===== src/hw/rtl/srq_pkg.sv =====
// ----------------------------------------------------------------------------
// srq_pkg
// Shared types and constants for the sequence reorder queue.
// ----------------------------------------------------------------------------
package srq_pkg;

  localparam int WINDOW_DEPTH = 64;
  localparam int SLOT_W       = $clog2(WINDOW_DEPTH);
  localparam int HANDLE_W     = 16;
  localparam int SEQ_W        = 32;
  localparam int CNT_W        = 7;
  localparam int CFG_W        = 7;
  localparam int CFG_IDX_W    = 1;

  localparam logic [CFG_IDX_W-1:0] CFG_GROW_ENABLE    = 1'd0;
  localparam logic [CFG_IDX_W-1:0] CFG_GROW_THRESHOLD = 1'd1;

  typedef enum logic [1:0] {
    STAT_OK     = 2'd0,
    STAT_EMPTY  = 2'd1,
    STAT_STALE  = 2'd2,
    STAT_BEYOND = 2'd3
  } status_t;

  typedef enum logic [2:0] {
    S_IDLE,
    S_CHECK,
    S_SCAN,
    S_TAKE,
    S_FINISH
  } state_t;

  typedef struct packed {
    logic                wr_en;
    logic [SLOT_W-1:0]   wr_slot;
    logic [HANDLE_W-1:0] wr_handle;
    logic                clr_en;
    logic [SLOT_W-1:0]   clr_slot;
  } store_ctl_t;

endpackage


===== src/hw/rtl/srq_slot_store.sv =====
// ----------------------------------------------------------------------------
// srq_slot_store
// Window slot storage: handle memory with registered read and per-slot
// filled flags.
// ----------------------------------------------------------------------------
module srq_slot_store (
  input  logic                                   clk,
  input  logic                                   rst,
  input  srq_pkg::store_ctl_t                    ctl,
  input  logic [srq_pkg::SLOT_W-1:0]             rd_slot,
  output logic [srq_pkg::HANDLE_W-1:0]           rd_handle,
  output logic [srq_pkg::WINDOW_DEPTH-1:0]       filled
);

  logic [srq_pkg::HANDLE_W-1:0] mem [srq_pkg::WINDOW_DEPTH];

  always_ff @(posedge clk) begin
    if (ctl.wr_en) begin
      mem[ctl.wr_slot] <= ctl.wr_handle;
    end
    rd_handle <= mem[rd_slot];
  end

  always_ff @(posedge clk) begin
    if (rst) begin
      filled <= '0;
    end else begin
      if (ctl.wr_en) begin
        filled[ctl.wr_slot] <= 1'b1;
      end
      if (ctl.clr_en) begin
        filled[ctl.clr_slot] <= 1'b0;
      end
    end
  end

endmodule


===== src/hw/rtl/sequence_reorder_queue_unit.sv =====
// ----------------------------------------------------------------------------
// sequence_reorder_queue_unit
// Reorder queue for numbered segments over a circular slot window.
//
//   channel  | handshake          | word
//   ---------+--------------------+---------------------------------------
//   in       | in_valid/in_stall  | mode, seq_no, handle
//   out      | out_valid/out_stall| status, out_seq_no, out_handle,
//            |                    | ready_count, grow_request
//   cfg      | cfg_we             | cfg_index, cfg_data
//
// A take word passes S_TAKE and S_FINISH; an arrival passes S_CHECK, then
// the single-step release scan (S_SCAN) over the filled flags, which
// releases up to WINDOW_DEPTH segments, then S_FINISH.
// One word at a time; in_stall is high from accept until the result is
// handed to the output register, which then waits for out_stall to drop.
// A result word still held there keeps the next result waiting in S_FINISH.
// Synchronous reset empties the window; no clearing pass is needed.
// ----------------------------------------------------------------------------
module sequence_reorder_queue_unit (
  input  logic                                 clk,
  input  logic                                 rst,
  input  logic                                 in_valid,
  output logic                                 in_stall,
  input  logic                                 mode,
  input  logic [srq_pkg::SEQ_W-1:0]            seq_no,
  input  logic [srq_pkg::HANDLE_W-1:0]         handle,
  output logic                                 out_valid,
  input  logic                                 out_stall,
  output logic [1:0]                           status,
  output logic [srq_pkg::SEQ_W-1:0]            out_seq_no,
  output logic [srq_pkg::HANDLE_W-1:0]         out_handle,
  output logic [srq_pkg::CNT_W-1:0]            ready_count,
  output logic                                 grow_request,
  input  logic                                 cfg_we,
  input  logic [srq_pkg::CFG_IDX_W-1:0]        cfg_index,
  input  logic [srq_pkg::CFG_W-1:0]            cfg_data
);

  localparam int SW = srq_pkg::SLOT_W;

  function automatic logic [SW-1:0] slot_inc(input logic [SW-1:0] s);
    logic [SW-1:0] r;
    if (s == SW'(srq_pkg::WINDOW_DEPTH - 1)) begin
      r = '0;
    end else begin
      r = s + 1'b1;
    end
    return r;
  endfunction

  srq_pkg::state_t state, state_next;

  logic [srq_pkg::SEQ_W-1:0]    item_seq;
  logic [srq_pkg::HANDLE_W-1:0] item_handle;
  logic [srq_pkg::SEQ_W-1:0]    head_number;
  logic [srq_pkg::SEQ_W-1:0]    expected_number;
  logic [SW-1:0]                head_slot;
  logic [SW-1:0]                exp_slot;
  logic [srq_pkg::CNT_W-1:0]    ready_cnt;
  logic                         grow_latched;
  logic                         grow_enable;
  logic [srq_pkg::CFG_W-1:0]    grow_threshold;

  srq_pkg::status_t             res_status;
  logic [srq_pkg::SEQ_W-1:0]    res_seq;
  logic [srq_pkg::HANDLE_W-1:0] res_handle;
  logic                         res_grow;

  srq_pkg::store_ctl_t                 ctl;
  logic [srq_pkg::HANDLE_W-1:0]        rd_handle;
  logic [srq_pkg::WINDOW_DEPTH-1:0]    filled;

  logic [srq_pkg::SEQ_W-1:0] behind;
  logic [srq_pkg::SEQ_W-1:0] offset;
  logic [SW:0]               slot_sum;
  logic [SW-1:0]             chk_slot;
  logic                      is_stale;
  logic                      is_beyond;
  logic                      is_dup;
  logic                      scan_go;
  logic                      out_free;
  logic                      in_accept;

  srq_slot_store u_store (
    .clk       (clk),
    .rst       (rst),
    .ctl       (ctl),
    .rd_slot   (head_slot),
    .rd_handle (rd_handle),
    .filled    (filled)
  );

  // arrival checks
  always_comb begin
    behind    = item_seq - expected_number;
    offset    = item_seq - head_number;
    slot_sum  = {1'b0, head_slot} + {1'b0, offset[SW-1:0]};
    if (slot_sum >= (SW+1)'(srq_pkg::WINDOW_DEPTH)) begin
      chk_slot = SW'(slot_sum - (SW+1)'(srq_pkg::WINDOW_DEPTH));
    end else begin
      chk_slot = slot_sum[SW-1:0];
    end
    is_stale  = behind[srq_pkg::SEQ_W-1];
    is_beyond = offset >= srq_pkg::SEQ_W'(srq_pkg::WINDOW_DEPTH);
    is_dup    = filled[chk_slot];
    scan_go   = (ready_cnt < srq_pkg::CNT_W'(srq_pkg::WINDOW_DEPTH)) && filled[exp_slot];
  end

  assign out_free  = !out_valid || !out_stall;
  assign in_stall  = (state != srq_pkg::S_IDLE);
  assign in_accept = in_valid && !in_stall;

  always_ff @(posedge clk) begin
    if (rst) begin
      state <= srq_pkg::S_IDLE;
    end else begin
      state <= state_next;
    end
  end

  always_comb begin
    state_next    = state;
    ctl.wr_en     = 1'b0;
    ctl.wr_slot   = chk_slot;
    ctl.wr_handle = item_handle;
    ctl.clr_en    = 1'b0;
    ctl.clr_slot  = head_slot;
    unique case (state)
      srq_pkg::S_IDLE: begin
        if (in_valid) begin
          state_next = mode ? srq_pkg::S_TAKE : srq_pkg::S_CHECK;
        end
      end
      srq_pkg::S_CHECK: begin
        ctl.wr_en  = !is_stale && !is_beyond && !is_dup;
        state_next = srq_pkg::S_SCAN;
      end
      srq_pkg::S_SCAN: begin
        if (!scan_go) begin
          state_next = srq_pkg::S_FINISH;
        end
      end
      srq_pkg::S_TAKE: begin
        ctl.clr_en = (ready_cnt != '0);
        state_next = srq_pkg::S_FINISH;
      end
      srq_pkg::S_FINISH: begin
        if (out_free) begin
          state_next = srq_pkg::S_IDLE;
        end
      end
      default: state_next = srq_pkg::S_IDLE;
    endcase
  end

  // config
  always_ff @(posedge clk) begin
    if (rst) begin
      grow_enable    <= 1'b0;
      grow_threshold <= '0;
    end else if (cfg_we) begin
      unique case (cfg_index)
        srq_pkg::CFG_GROW_ENABLE:    grow_enable    <= cfg_data[0];
        srq_pkg::CFG_GROW_THRESHOLD: grow_threshold <= cfg_data;
        default: ;
      endcase
    end
  end

  // window pointers and result
  always_ff @(posedge clk) begin
    if (rst) begin
      head_number     <= '0;
      expected_number <= '0;
      head_slot       <= '0;
      exp_slot        <= '0;
      ready_cnt       <= '0;
      grow_latched    <= 1'b0;
    end else begin
      unique case (state)
        srq_pkg::S_IDLE: begin
          if (in_accept) begin
            item_seq    <= seq_no;
            item_handle <= handle;
          end
        end
        srq_pkg::S_CHECK: begin
          res_seq    <= item_seq;
          res_handle <= '0;
          res_grow   <= 1'b0;
          if (is_stale) begin
            res_status <= srq_pkg::STAT_STALE;
          end else if (is_beyond) begin
            res_status <= srq_pkg::STAT_BEYOND;
          end else if (is_dup) begin
            res_status <= srq_pkg::STAT_STALE;
          end else begin
            res_status <= srq_pkg::STAT_OK;
          end
        end
        srq_pkg::S_SCAN: begin
          if (scan_go) begin
            expected_number <= expected_number + 1'b1;
            exp_slot        <= slot_inc(exp_slot);
            ready_cnt       <= ready_cnt + 1'b1;
          end else if (grow_enable && !grow_latched && (ready_cnt > grow_threshold)) begin
            grow_latched <= 1'b1;
            res_grow     <= 1'b1;
          end
        end
        srq_pkg::S_TAKE: begin
          res_grow <= 1'b0;
          if (ready_cnt != '0) begin
            res_status  <= srq_pkg::STAT_OK;
            res_seq     <= head_number;
            res_handle  <= rd_handle;
            head_number <= head_number + 1'b1;
            head_slot   <= slot_inc(head_slot);
            ready_cnt   <= ready_cnt - 1'b1;
          end else begin
            res_status <= srq_pkg::STAT_EMPTY;
            res_seq    <= '0;
            res_handle <= '0;
          end
        end
        srq_pkg::S_FINISH: ;
        default: ;
      endcase
    end
  end

  // output register
  always_ff @(posedge clk) begin
    if (rst) begin
      out_valid <= 1'b0;
    end else if (state == srq_pkg::S_FINISH && out_free) begin
      out_valid <= 1'b1;
    end else if (!out_stall) begin
      out_valid <= 1'b0;
    end
  end

  always_ff @(posedge clk) begin
    if (state == srq_pkg::S_FINISH && out_free) begin
      status       <= res_status;
      out_seq_no   <= res_seq;
      out_handle   <= res_handle;
      ready_count  <= ready_cnt;
      grow_request <= res_grow;
    end
  end

endmodule


===== config.mk =====
export PLATFORM = sky130hd
export DESIGN_NAME = sequence_reorder_queue_unit
export DESIGN_NICKNAME = d
export VERILOG_FILES = /design/src/hw/rtl/srq_pkg.sv /design/src/hw/rtl/srq_slot_store.sv /design/src/hw/rtl/sequence_reorder_queue_unit.sv
export SDC_FILE = /design/constraint.sdc
export NUM_CORES = 2
export LEC_CHECK = 0
export BUFFER_PORTS_ARGS = -buffer_cell sky130_fd_sc_hd__buf_2
export CORE_UTILIZATION = 35
export DETAILED_ROUTE_END_ITERATION = 10
export PLACE_DENSITY_LB_ADDON = 0.05
export SLEW_MARGIN = 20
export SYNTH_ARGS = -nofsm -noshare
export SYNTH_HDL_FRONTEND = slang
export SYNTH_SLANG_ARGS = --single-unit

===== constraint.sdc =====
create_clock -name clk -period 6.1 [get_ports clk]
set_input_delay 0.61 -clock clk [delete_from_list [all_inputs] [get_ports clk]]
set_output_delay 0.61 -clock clk [all_outputs]
set_load 0.02 [all_outputs]

* Word level (Yosys, flattened, before mapping)
Memories as Yosys holds them, arrays and structs flattened. A register that Yosys moved wholly into a read port is not among the register bits.
Cells that the tools add are included.
** Cells by class
- Reductions and logical operators :: 34
- Equal/unequal tests :: 13
- $add $sub $neg :: 10
- Order comparisons :: 9
- Muxes and demuxes :: 40
- Bitwise gates (word level) :: 6
** Operators with widths (count)
- 64-bit 2-to-1 mux :: 3
- 32-bit by 1-bit adder with 32-bit output (second input constant) :: 2
- 64-bit AND :: 1
- 64-bit NOT :: 1
- 64-bit OR :: 1
- 32-bit case mux with 2 select lines :: 1
- 32-bit subtractor :: 2
- 32-bit by 7-bit >= comparator with 1-bit output (second input constant) :: 1
- 32-bit 2-to-1 mux :: 1
- 16-bit case mux with 2 select lines :: 1
- 6-bit by 7-bit less-than comparator with 1-bit output (second input constant) :: 3
- 6-bit 2-to-1 mux :: 3
- 16-bit 2-to-1 mux :: 1
- 3-bit case mux with 5 select lines :: 1
- 7-bit 2-to-1 mux :: 2
- 7-bit case mux with 2 select lines :: 1
- 1-bit 2-to-1 mux :: 13
- 6-bit by 1-bit adder with 6-bit output (second input constant) :: 2
- 1-bit binary-select mux with 6-bit select :: 2
- 1-bit demux with 6-bit select :: 2
- 6-bit == test (second input constant) :: 2
- 6-bit by 1-bit >= comparator with 1-bit output (second input constant) :: 2
- 2-bit != test (second input constant) :: 6
- 3-bit AND reduction :: 4
- 26 further kinds :: 54
** Storage, ports and cells
- Output and inout bits :: 60
- Memories kept :: 1
- Flip-flop bits (word level) :: 317
- RAM bits :: 1024
** Memory list
- u_store.mem :: words 64, width 16, rd ports 1, clocked after Yosys merged registers in 1, write ports 1, RTL line srq_slot_store.sv:15 : logic [srq_pkg::HANDLE_W-1:0] mem [srq_pkg::WINDOW_DEPTH];

* Depth between registers and ports, before layout
- Depth in word-level cells :: 13
- Mapped depth :: 19
- Mapped depth without buffers :: 16

* Cells and area by module
Synthesis repeated with hierarchy kept, for this count alone.
** Unflattened totals
- Cell total of the unflattened synthesis :: 3334
- Area total of the unflattened synthesis :: 56351.5 um2
** Modules (own cells, without submodules)
- srq_slot_store :: sequential area each 32351.0 um2, area each 42206.7 um2, times used 1, cells an instance 1995
- sequence_reorder_queue_unit :: sequential area each 6636.4 um2, area each 14144.8 um2, times used 1, cells an instance 1339

* Worst setup path before layout
Ideal clock, no wire load.
- Path kind :: reg2reg
- Start :: reg item_seq[0] (netlist name)
- End :: mem u_store.mem[54][0] (netlist name), enable pin
- Path buffers :: 2
- Data required time :: 5670 ps
- Library setup time :: 430 ps
- Cell stages (with the launch flop) :: 16
- Arrival :: 5383 ps
- Slack :: 287 ps
- Clock period less this slack :: 5813 ps
- Cell sequence :: edfxtp_1 -> inv_1 -> ha_1 -> inv_1 -> fa_1 -> inv_1 -> fa_1 -> xnor2_1 -> clkbuf_1 -> mux2_2 -> a21oi_1 -> a21oi_1 -> o31ai_1 -> nand4_1 -> clkbuf_1 -> nor4_1
** Between the ends
- Word-level cells in the longest chain between the ends :: 11
- Elaborated cells on any way between the ends :: 17
- Classes of those cells :: 4 x add/sub; 2 x order compare; 6 x mux; 5 x reduce/logical
** Ends and longest elaborated chain
- from (decl) :: RTL line sequence_reorder_queue_unit.sv:54 : logic [srq_pkg::SEQ_W-1:0] item_seq;
- from (signal assigned) :: RTL line sequence_reorder_queue_unit.sv:184 : item_seq <= seq_no;
- 32-bit subtractor :: RTL line sequence_reorder_queue_unit.sv:97 : offset = item_seq - head_number;
- 6-bit by 6-bit adder with 7-bit output :: RTL line sequence_reorder_queue_unit.sv:98 : slot_sum = {1'b0, head_slot} + {1'b0, offset[SW-1:0]};
- 6-bit by 1-bit subtractor with 6-bit output / 7-bit >= comparator (equally long branches) :: RTL line sequence_reorder_queue_unit.sv:100, sequence_reorder_queue_unit.sv:99
- 6-bit 2-to-1 mux :: RTL line sequence_reorder_queue_unit.sv:99 : if (slot_sum >= (SW+1)'(srq_pkg::WINDOW_DEPTH)) begin
- 1-bit binary-select mux with 6-bit select :: RTL line sequence_reorder_queue_unit.sv:106 : is_dup = filled[chk_slot];
- 1-bit 2-to-1 mux (not written as such) :: RTL line sequence_reorder_queue_unit.sv:106
- 1-bit zero test :: RTL line sequence_reorder_queue_unit.sv:136 : ctl.wr_en = !is_stale && !is_beyond && !is_dup;
- 1-bit logical AND :: RTL line sequence_reorder_queue_unit.sv:136
- 1-bit 2-to-1 mux :: RTL line sequence_reorder_queue_unit.sv:129 : unique case (state)
- 1-bit 2-to-1 mux :: RTL line srq_slot_store.sv:18 : if (ctl.wr_en) begin
- 1-bit 2-to-1 mux (not written as such) :: RTL line srq_slot_store.sv:19 : mem[ctl.wr_slot] <= ctl.wr_handle;
- to (decl) :: RTL line srq_slot_store.sv:15
Parallel ways exist; a longest one is shown, timed or not. The select of a mux whose other input is x is not followed.

* Worst setup path in the final report
- Start :: reg item_seq[0] (netlist name)
- End :: mem u_store.mem[34][1] (netlist name), enable pin
The elaborated chain is that of the path after synthesis.

==> impl_metrics.csv <==
group,metric,value,unit
outcome,status,"completed",
critical_path,path_class,"reg2reg",
synth,synth_cells,3734,
detailed_routing,vias,35281,
detailed_routing,drt_iter0_drc,3710,
timing,setup_tns,0,ps
placed_design,gp_congestion,0.857,
synth,synth_top_area_cell,"edfxtp_1",
power,power_density,311,mW/mm²
detailed_routing,drtPass1Iterations,8,
timing,worstMarginPinSlew,1190,ps
timing,rsz0062_at_grt,"no",
critical_path,path_max_fanout,64,
detailed_routing,via_per_inst,5.72,
critical_path,cpMaxStageDelayCell,"or4_4",
placed_design,dp_hpwl,124000,µm
detailed_routing,drcViolationCount,0,
cts,root_buffer,"clkbuf_16",
synth,synthTopCellsByArea,"edfxtp_1 65%, dfxtp_1 6.5%, a22oi_1 5.2%",
global_routing,grt_pass1_vias,34408,
detailed_routing,final_antenna_net_count,0,
critical_path,critPathLaunchType,"flop",
global_routing,grt_max_degree,119,
synth,synthDistinctLibCells,74,
synth,synthTopCellsByCount,"1181 x edfxtp_1, 374 x a22oi_1, 203 x a21oi_1",
cells_and_area,layout.cells.non_filler,6166,
floorplan,ios,122,
global_routing,grt_antenna_before_repair,15,
synth,synth_seq_cells,1357,
detailed_routing,routed_wl,193000,µm
flow_run,max_cap_violations,0,
critical_path,worstPathCellList,"inv_1 > ha_1 > inv_1 > fa_1 > a211oi_1 > o211ai_1 > a211oi_1 > o21bai_1 > xnor2_1 > o211ai_1 > or4_1 > or4_4 > buf_12 > nor4_2 > buf_4",
power,vdd_ir_drop_max,258,µV
synth,synth-warning-count,0,
timing,fin_worst_skew,37.9,ps
timing,drv_slew,0,
hold_path,min_path_cells,1,
synth,synthArstFlopShare,0,
timing,max_freq,182,MHz
timing,finalSetupViolCount,0,
floorplan,initial_core_util,0.353,
critical_path,cp-end-kind,"flop",
floorplan,num_rows,144,
cells_and_area,drive_gt1_frac,0.159,
synth,yosysSeqAreaShare,0.717,
cells_and_area,layout.nets,4138,
cts,clock_latency,800,ps
cts,cts_htree_levels,4,
synth,yosys.cell_count.top_type,"edfxtp_1",
power,power_leakage,20.3,nW
detailed_routing,wire_per_inst,31.2,µm
floorplan,coreArea,0.154,mm²
cts,cts_setup_buffers,0,
critical_path,cp.depth,15,
timing,fin_crit_sh,0.899,
synth,syn_nets,3881,
global_routing,grt_use_total,0.242,
synth,synth_ff_type,"edfxtp_1",
critical_path,cp.arrival,5940,ps
cts,clkTransAtPathRegs,60,ps
cts,cts_made_buffers,152,
hold_path,hold_class,"in2reg",
synth,syn-cell-area,0.0544,mm²
synth,synth_edf_count,1181,
critical_path,max_stage_delay,580,ps
timing,hold_viol_final,0,
timing,fin_crit,5480,ps
timing,max_slew_margin,0.202,
cts,cts.sinks,1357,
synth,synth_top_area_frac,0.652,
synth,syn-mean-instance-area,14.6,µm²
floorplan,dieArea,0.157,mm²
critical_path,critical_path_buf_inv_count,4,
critical_path,worst-endpoint-required,6560,ps
floorplan,dieHeight,396,µm
floorplan,chipWidth,396,µm
critical_path,crit_family,"simple AND/OR/NAND/NOR gates",
critical_path,reg2reg_depth,15,
cts,cts_buffer_depth,3,
global_routing,overflow,0,
global_routing,grt_pass1_wl,269000,µm
placed_design,dp_cells,5838,
cells_and_area,area_growth,17.7,%
cts,cts_tree,"built",
placed_design,io_buffer_count,121,
==> cells by family after synthesis <==
logic type | count (synthesis) | synth area share
flops | 1357 | 0.717
compound gates | 1042 | 0.134
simple gates | 788 | 0.0750
buf+inv | 328 | 0.0240
xor+xnor | 90 | 0.0145
fa+ha+maj | 85 | 0.0200
mux | 44 | 0.0155
==> cell usage in the layout (no fill, tap or decap), drive strengths merged, types with 15 or more instances in the layout <==
| cell type | instances |
|---|---|
| nand2 | 200 |
| o21ai | 109 |
| inv | 93 |
| nor3 | 35 |
| a211oi | 18 |
| edfxtp | 1181 |
| a221oi | 71 |
| a22oi | 374 |
| ha | 82 |
| dfxtp | 176 |
| clkbuf | 188 |
| dlygate4sd3 | 43 |
| mux4 | 32 |
| and2 | 32 |
| buf | 299 |
| xnor2 | 75 |
| nor4 | 78 |
| nand4 | 82 |
| xor2 | 15 |
| and3 | 28 |
| nand3 | 97 |
| a31oi | 60 |
| a22o | 103 |
| nor2 | 132 |
| clkinv | 72 |
| a21oi | 208 |
| a21o | 15 |
| nor3b | 41 |
| a41oi | 16 |
==> registers in the layout (all words and copies together), names as in the netlist, 16 cells and up <==
signal,flops
expected_number,32
item_seq,32
u_store.rd_handle,16
res_seq,32
res_handle,16
item_handle,16
u_store.filled,64
head_number,32
out_handle,16
u_store.mem,1024
out_seq_no,32
==> worst paths after layout <==
kind | to | from | slack (ps)
max | u_store.mem[34][1] | item_seq[0] | 620
min | item_seq[2] | seq_no[2] | 40
max reg2reg | u_store.mem[34][1] | item_seq[0] | 620
min reg2reg | out_handle[8] | res_handle[8] | 410
==> worst reg2reg max path, stage by stage, from the launching register on <==
cell and delay [ps]:
edfxtp_1 380, inv_1 90, ha_1 160, inv_1 50, fa_1 420, a211oi_1 350
o211ai_1 210, a211oi_1 560, o21bai_1 180, xnor2_1 160, o211ai_1 150, or4_1 560
or4_4 580, buf_12 200, nor4_2 760, buf_4 340
==> cell type report <==
cell class | count | area, µm²
Antenna cell | 4 | 10.0
Clock buffer | 188 | 4070
Clock inverter | 93 | 853
Fill cell | 14108 | 90100
Inverter | 89 | 334
Multi-Input combinational cell | 2049 | 14600
Sequential cell | 1357 | 39000
Tap cell | 2044 | 2560
Timing Repair Buffer | 342 | 2520
==> where the power goes <==
part           total [mW]  switching, mW  internal (mW)
registers            10.1         0.0435           10.1
clock network        9.10           3.90           5.20
logic               0.617          0.460          0.157
==> metrics by stage <==
stage               utilization  power, mW  setup WS [ps]  hold WS, ps  cell area [µm²]
finish                    0.415       19.9            619         44.3            64000
detailed placement        0.380       10.9            714          405            58600
floorplan                     -       10.6            287          400            54400
CTS                       0.415       20.1            641        0.602            63900
global placement          0.380       10.9            696          401            58600
global route              0.415       20.4            325         13.2            64000
==> repair_timing <==
item / CTS / global route
gates resized for setup: 0 / 0
endpoints found under the hold margin: 43 / 0
hold buffers: 43 / 0
==> routing by layer <==
layer  share of wire  wire length, µm  vias to the layer above  track usage
li1                -                -                    15461            -
met1            0.44            84700                    18226        0.336
met2            0.48            91900                     1340        0.394
met3           0.058            11200                      252       0.0361
met4           0.025             4810                        2       0.0653
met5        0.000067               13                        -            0
Note: power is estimated with default switching activity, not from simulation.
